### config.mk
export PLATFORM = sky130hd
export DESIGN_NAME = sorted_min_priority_queue_unit
export DESIGN_NICKNAME = d
export VERILOG_FILES = /design/src/hw/rtl/spq_pkg.sv /design/src/hw/rtl/spq_cell.sv /design/src/hw/rtl/sorted_min_priority_queue_unit.sv
export SDC_FILE = /design/constraint.sdc
export NUM_CORES = 2
export LEC_CHECK = 0
export BUFFER_PORTS_ARGS = -buffer_cell sky130_fd_sc_hd__buf_2
export CELL_PAD_IN_SITES_DETAIL_PLACEMENT = 1
export CELL_PAD_IN_SITES_GLOBAL_PLACEMENT = 2
export CORE_ASPECT_RATIO = 0.9
export CORE_MARGIN = 2
export CORE_UTILIZATION = 46
export CTS_BUF_LIST = sky130_fd_sc_hd__clkbuf_16
export DETAILED_ROUTE_END_ITERATION = 8
export GPL_ROUTABILITY_DRIVEN = 0
export PLACE_DENSITY = 0.95
export SKIP_LAST_GASP = 1
export SLEW_MARGIN = 30
export SYNTH_ARGS = -nofsm -noshare
export SYNTH_HDL_FRONTEND = slang
export SYNTH_SLANG_ARGS = --single-unit
### constraint.sdc
create_clock -name clock -period 7.5 [get_ports clock]
set_input_delay 0.75 -clock clock [delete_from_list [all_inputs] [get_ports clock]]
set_output_delay 0.75 -clock clock [all_outputs]
set_load 0.03 [all_outputs]
### src/hw/rtl/spq_pkg.sv
// Shared types, codes and sizes for the sorted minimum priority queue.
package spq_pkg;

   localparam int DEFAULT_CAPACITY = 16;
   localparam int VALUE_W          = 32;
   localparam int OCC_W            = 5;

   localparam logic [1:0] OP_INSERT = 2'd0;
   localparam logic [1:0] OP_REMOVE = 2'd1;
   localparam logic [1:0] OP_PEEK   = 2'd2;

   localparam logic [1:0] ST_OK        = 2'd0;
   localparam logic [1:0] ST_OVERFLOW  = 2'd1;
   localparam logic [1:0] ST_UNDERFLOW = 2'd2;

   typedef struct packed {
      logic [1:0]                opcode;
      logic signed [VALUE_W-1:0] value;
   } req_type;

   typedef struct packed {
      logic [1:0]                status;
      logic signed [VALUE_W-1:0] head_value;
      logic [OCC_W-1:0]          occupancy;
   } rsp_type;

   // Broadcast to every cell of the row.
   typedef struct packed {
      logic                      do_insert;
      logic                      do_remove;
      logic signed [VALUE_W-1:0] value;
   } cell_cmd_type;

endpackage

### src/hw/rtl/spq_cell.sv
// One storage cell of the sorted row: holds a value and shifts with its neighbors.
module spq_cell (
   input  logic                               clock,
   input  spq_pkg::cell_cmd_type              cmd,
   input  logic                               occupied,
   input  logic                               le_prev,
   input  logic signed [spq_pkg::VALUE_W-1:0] value_prev,
   input  logic signed [spq_pkg::VALUE_W-1:0] value_next,
   output logic                               le_out,
   output logic signed [spq_pkg::VALUE_W-1:0] value_out
);

   logic signed [spq_pkg::VALUE_W-1:0] value_ff;
   logic signed [spq_pkg::VALUE_W-1:0] value_in;

   // The new value goes behind every stored value that is less than or equal to it.
   assign le_out    = occupied && (value_ff <= cmd.value);
   assign value_out = value_ff;

   always_comb begin
      value_in = value_ff;
      if (cmd.do_insert) begin
         if (!le_out) begin
            value_in = le_prev ? cmd.value : value_prev;
         end
      end else if (cmd.do_remove) begin
         value_in = value_next;
      end
   end

   always_ff @(posedge clock) begin
      value_ff <= value_in;
   end

endmodule

### src/hw/rtl/sorted_min_priority_queue_unit.sv
// Top level of the sorted minimum priority queue: a row of cells and the count.
// The response strobe rsp_valid comes in the cycle after a request is taken.
// Throughput: one request per cycle while busy is low; every cell compares and shifts in that cycle.
// busy is high only during reset; the receiver cannot stall responses.
// Reset empties the queue; cell contents are not cleared and are only read below the count.
module sorted_min_priority_queue_unit #(
   parameter int CAPACITY = spq_pkg::DEFAULT_CAPACITY
) (
   input  logic             clock,
   input  logic             reset,
   input  logic             start,
   output logic             busy,
   input  spq_pkg::req_type req_data,
   output logic             rsp_valid,
   output spq_pkg::rsp_type rsp_data
);

   localparam int CNT_W = $clog2(CAPACITY + 1);

   logic [CNT_W-1:0]     count_ff;
   logic [CNT_W-1:0]     count_in;
   logic                 rsp_valid_ff;
   logic                 rsp_valid_in;
   spq_pkg::rsp_type     rsp_data_ff;
   spq_pkg::rsp_type     rsp_data_in;
   spq_pkg::cell_cmd_type cmd;

   logic                 accept;
   logic                 full;
   logic                 empty;

   logic                               le_chain [CAPACITY];
   logic signed [spq_pkg::VALUE_W-1:0] cell_value [CAPACITY];

   assign busy   = reset;
   assign accept = start && !busy;
   assign full   = (count_ff == CNT_W'(CAPACITY));
   assign empty  = (count_ff == '0);

   always_comb begin
      cmd.do_insert = 1'b0;
      cmd.do_remove = 1'b0;
      cmd.value     = req_data.value;
      count_in      = count_ff;
      rsp_data_in.status     = spq_pkg::ST_OK;
      rsp_data_in.head_value = '0;
      unique case (req_data.opcode) inside
         spq_pkg::OP_INSERT: begin
            if (full) begin
               rsp_data_in.status = spq_pkg::ST_OVERFLOW;
            end else begin
               cmd.do_insert = accept;
               count_in      = count_ff + 1'b1;
            end
         end
         spq_pkg::OP_REMOVE, spq_pkg::OP_PEEK: begin
            if (empty) begin
               rsp_data_in.status = spq_pkg::ST_UNDERFLOW;
            end else begin
               rsp_data_in.head_value = cell_value[0];
               if (req_data.opcode == spq_pkg::OP_REMOVE) begin
                  cmd.do_remove = accept;
                  count_in      = count_ff - 1'b1;
               end
            end
         end
         default: begin
         end
      endcase
      rsp_data_in.occupancy = spq_pkg::OCC_W'(count_in);
      rsp_valid_in = accept;
   end

   genvar i;
   generate
      for (i = 0; i < CAPACITY; i++) begin : g_cell
         logic                               le_prev;
         logic signed [spq_pkg::VALUE_W-1:0] value_prev;
         logic signed [spq_pkg::VALUE_W-1:0] value_next;

         // On insert, the head cell takes the new value whenever it is empty or its own value is larger.
         if (i == 0) begin : g_head
            assign le_prev    = 1'b1;
            assign value_prev = '0;
         end else begin : g_body
            assign le_prev    = le_chain[i-1];
            assign value_prev = cell_value[i-1];
         end

         if (i == CAPACITY - 1) begin : g_tail
            assign value_next = '0;
         end else begin : g_inner
            assign value_next = cell_value[i+1];
         end

         spq_cell u_cell (
            .clock      (clock),
            .cmd        (cmd),
            .occupied   (count_ff > CNT_W'(i)),
            .le_prev    (le_prev),
            .value_prev (value_prev),
            .value_next (value_next),
            .le_out     (le_chain[i]),
            .value_out  (cell_value[i])
         );
      end
   endgenerate

   always_ff @(posedge clock) begin
      if (reset) begin
         count_ff     <= '0;
         rsp_valid_ff <= 1'b0;
      end else begin
         if (accept) begin
            count_ff <= count_in;
         end
         rsp_valid_ff <= rsp_valid_in;
      end
      rsp_data_ff <= rsp_data_in;
   end

   assign rsp_valid = rsp_valid_ff;
   assign rsp_data  = rsp_data_ff;

endmodule

==> implementation parameters <==
Parameter                              Value

Route
  Number of nets still failing antenna checks after routing ... 0
  Initial detailed-routing violation count ... 2671
  Total via count after detailed routing ... 31230
  TritonRoute pass-1 iters ... 5
  Total wire length ... 121400 µm
  Total DRC errors in the routed layout ... 0
  Drt via density ... 6.273
  Mean routed wirelength per cell ... 24.39 µm

Pwr
  Power share of the combinational group ... 0.114
  Static leakage power ... 19.79 nW
  Net Sw Frac ... 0.2678
  Cell-internal power ... 5.586 mW
  Reported net switching power ... 2.043 mW
  Sequential group share of total power ... 0.460
  Clk pwr share ... 0.426
  Overall Power ... 7.629 mW
  Max IR drop VDD ... roughly 0.15 mV
  PD cells ... 180.9 mW/mm²

Clocking
  Clock tree from TritonCTS ... done
  Setup bufs post-CTS ... 0
  Clock input transition at the sequential cells of the worst setup and hold paths ... roughly 0.06 ns
  Number of instances resized during post-cts repair ... 0
  TritonCTS Buffers ... between 60 and 70
  Number of buffers between clock root and the deepest sink ... 3
  Sink Count ... 557
  Count of hold-fix buffers inserted at cts ... 0
  CTS H-tree depth ... 3
  Clk Latency, worst-skew pair ... 0.63 ns
  Root Buffer Master ... clkbuf_16

Final layout
  Area growth, synth to finish ... 8.843%
  Fraction of layout cells with a size suffix above 1 ... 0.06641
  Final core occ ... 0.5075
  Number of fill cells ... 9293
  Total Nets Final ... 4361
  Sequential cell area ... 0.01628 mm²
  Area used by multi-input combinational logic ... 0.02128 mm²

Logic synthesis
  Avg Cell Area, Syn ... 10.16 µm²
  Number of distinct library cells after synthesis ... 73
  Share of Yosys cell area claimed by the top area cell type ... 0.3969
  Dominant cell type by area after synthesis ... edfxtp_1
  Fraction of registers with async set/reset ... 0
  Number of synthesized flops with an enable pin ... approximately 510
  Adder and majority gate portion of the synthesized area ... 0.1680
  Dominant combinational cell family by area after synthesis ... adder cells
  Multiplexer share of the synthesized area ... 0.1137
  Leading post-synthesis cells by cell area ... edfxtp_1 40%, ha_1 17%, mux2i_1 11%, nand2_1 5.8%, o21ai_1 4.8%
  Commonest cells in the synthesized netlist ... 597 x nand2_1, 520 x ha_1, 512 x edfxtp_1
  Share of synthesized area occupied by flip-flops and latches ... 0.4201
  Warnings from Yosys ... 0
  Basic-gate share of the synthesized area counting and, or, nand and nor cells ... 0.1254
  Xor and xnor fraction of the mapped netlist area ... 0
  Share of the synthesized area in compound gates (AO/OA/AOI/OAI) ... 0.1400
  Most frequent cell after synthesis ... nand2_1
  Post-synth top flop ... edfxtp_1
  Instance count of the mapped netlist ... 3814
  Syn nets ... 4371
  Number of storage elements in the synthesis netlist ... approximately 560
  Synthesized cell area ... 0.03874 mm²

Critical path
  Sum of buffers and inverters on the critical path ... 4
  Critical Path Source Type ... input pin
  Crit Path Category ... input pin to flip-flop
  Category of the worst setup path capture point ... flip-flop
  Required time at the endpoint of the critical path ... approximately 7.8 ns
  Max stage delay on crit path ... 0.62 ns
  Critical Path Sink ... g_cell[9].u_cell.value_out[25]
  Slowest stage cell, crit path ... nand2_1
  RR Startpoint ... g_cell[9].u_cell.value_out[31]
  Worst Path Max Fanout ... 34
  Number of logic stages on the critical path including buffering ... 13
  Crit path max-delay family ... buffers and inverters
  Start point of the critical path ... req_data[22]
  Arrival time of the worst setup path ... 5.35 ns
  Cells traversed along the worst timing path ... buf_2, inv_1, ha_1, nand4_1, nor3_2, a211oi_1, o21ai_2, and4bb_4, a211oi_4, buf_4, nand2_1, nand2_1, buf_4
  Setup slack of the most critical reg-to-reg path ... 3.05 ns
  Worst flop-to-flop path endpoint ... g_cell[9].u_cell.value_out[25]
  Logic depth of the worst register-to-register path ... 11

Global route
  First-pass GRT wire length ... 188200 µm
  Most utilized layer in the global route result ... met2
  Number of antenna violations at the first check in global routing ... 1
  Global Route met2 Usage ... 0.4469
  Global route overflow ... 0
  Met1 GRT Util ... 0.3897
  Number of global-route vias before repair ... ~32000
  Aggregate global-route resource usage ... 0.2770
  Largest net degree at the start of global routing ... 263
  Met3 Resource Use GR ... 0.03942

Timing
  Final sum of negative setup slack ... 0 ns
  Maximum achievable frequency ... 197.7 MHz
  Final hold viol count ... 0
  Tcrit/Tclk final ... 0.6744
  Tightest Pin Transition ... ~1.1 ns
  Number of max-slew violations in the final report ... 0
  Final setup violating endpoints ... 0
  Setup repair after global routing missed its margin ... no
  Worst slew margin relative to its limit ... 0.2356
  Worst Skew ... 0.02001 ns
  Shortest period the worst path allows ... about 5.1 ns

Run
  Number of maximum-capacitance constraint violations ... 0

Worst hold path
  Hold/Removal Path Class ... input pin to flip-flop
  Hold Path Stages ... 2

Floorplan
  Core area ... 0.08308 mm²
  Total number of placement rows ... 100
  Die Outline Area ... 0.08656 mm²
  # IOs ... 78
  Width of the die ... 309.9 µm
  Effective utilization at floorplan ... 0.4663
  Height of the die ... roughly 280 µm

Run status
  Outcome ... complete, no violations

Placed design
  HPWL reported at the end of detailed placement ... 88170 µm
  IO buf count ... 77
power by group through the flow:
stage	Clock, mW	Combinational (mW)	Sequential [mW]
after CTS	3.28	0.858	3.51
after detailed placement	0	0.845	3.58
after floorplan	0	0.555	3.57
after global routing	3.38	0.965	3.52
final	3.25	0.870	3.51
after global placement	0	0.796	3.57
final cells by class:
class	instances	share of cell area
multi-input combinational	2981	0.5046
sequential	557	0.3860
clock buffer	71	0.04214
tap	1122	0.03329
timing repair buffer	134	0.02065
clock inverter	48	0.007508
inverter	64	0.005697
antenna	1	0.00005935
cells by family (layout without fill, tap and decap cells):
group / count (synthesis) / after routing
buffers and inverters: 276 / 317
flip-flops: 557 / 557
AND/OR/NAND/NOR: 1065 / 1065
multiplexers: 440 / 440
adder cells (fa/ha/maj): 520 / 520
other: 0 / 1
AO/OA/AOI/OAI: 956 / 956
metrics by stage:
stage / setup WS, ns / hold WS [ns] / area (µm²) / cells
CTS: 2.547 / 0.4486 / 42110 / 4976
detailed placement: 1.913 / 0.5303 / 40010 / 4857
finish: 2.442 / 0.4843 / 42160 / 4978
global route: 2.175 / 0.4718 / 42160 / 4977
floorplan: 2.753 / 0.5008 / 38740 / 3814
global placement: 2.023 / 0.5390 / 40010 / 4857
worst min path at each step:
stage | from | to | slack [ns]
after floorplan | g_cell[0].u_cell.value_out[0] | rsp_data[5] | 0.50
after global placement | g_cell[0].u_cell.value_out[19] | rsp_data[24] | 0.54
after detailed placement | g_cell[0].u_cell.value_out[2] | rsp_data[7] | 0.53
after CTS | reset | count_ff[3] | 0.45
after global routing | reset | count_ff[1] | 0.47
final | reset | count_ff[1] | 0.48
registers in the layout, indices dropped and copies added, names as in the netlist:
| name | flops |
|---|---|
| count_ff | 5 |
| rsp_data | 39 |
| g_cell.u_cell.value_out | 512 |
| rsp_valid | 1 |
cell usage in the layout, fill, tap and decap left out, types with 12 or more instances in the layout:
master and count:
clkinv_2 12, o21ai_0 122, a211oi_1 31, a221oi_1 14, nor3_1 24, o211ai_1 31
nand4_1 117, edfxtp_1 512, o21ai_1 369, nand2_1 595, nor2b_1 24, buf_2 77
a21o_1 35, nor2_1 117, o221ai_1 15, clkinv_1 19, buf_4 53, and3_1 33
a21oi_1 264, o21a_1 12, nand3_1 87, clkbuf_16 71, inv_1 74, mux2i_1 440
nor4_1 15, dfxtp_1 45, ha_1 519
metal layers:
metal,wire (µm),up-vias
met1,55420,15760
met4,2611,0
met2,56500,853
li1,-,14430
met5,0,-
met3,6884,189
No activity file was read; power rests on OpenSTA's default activity.
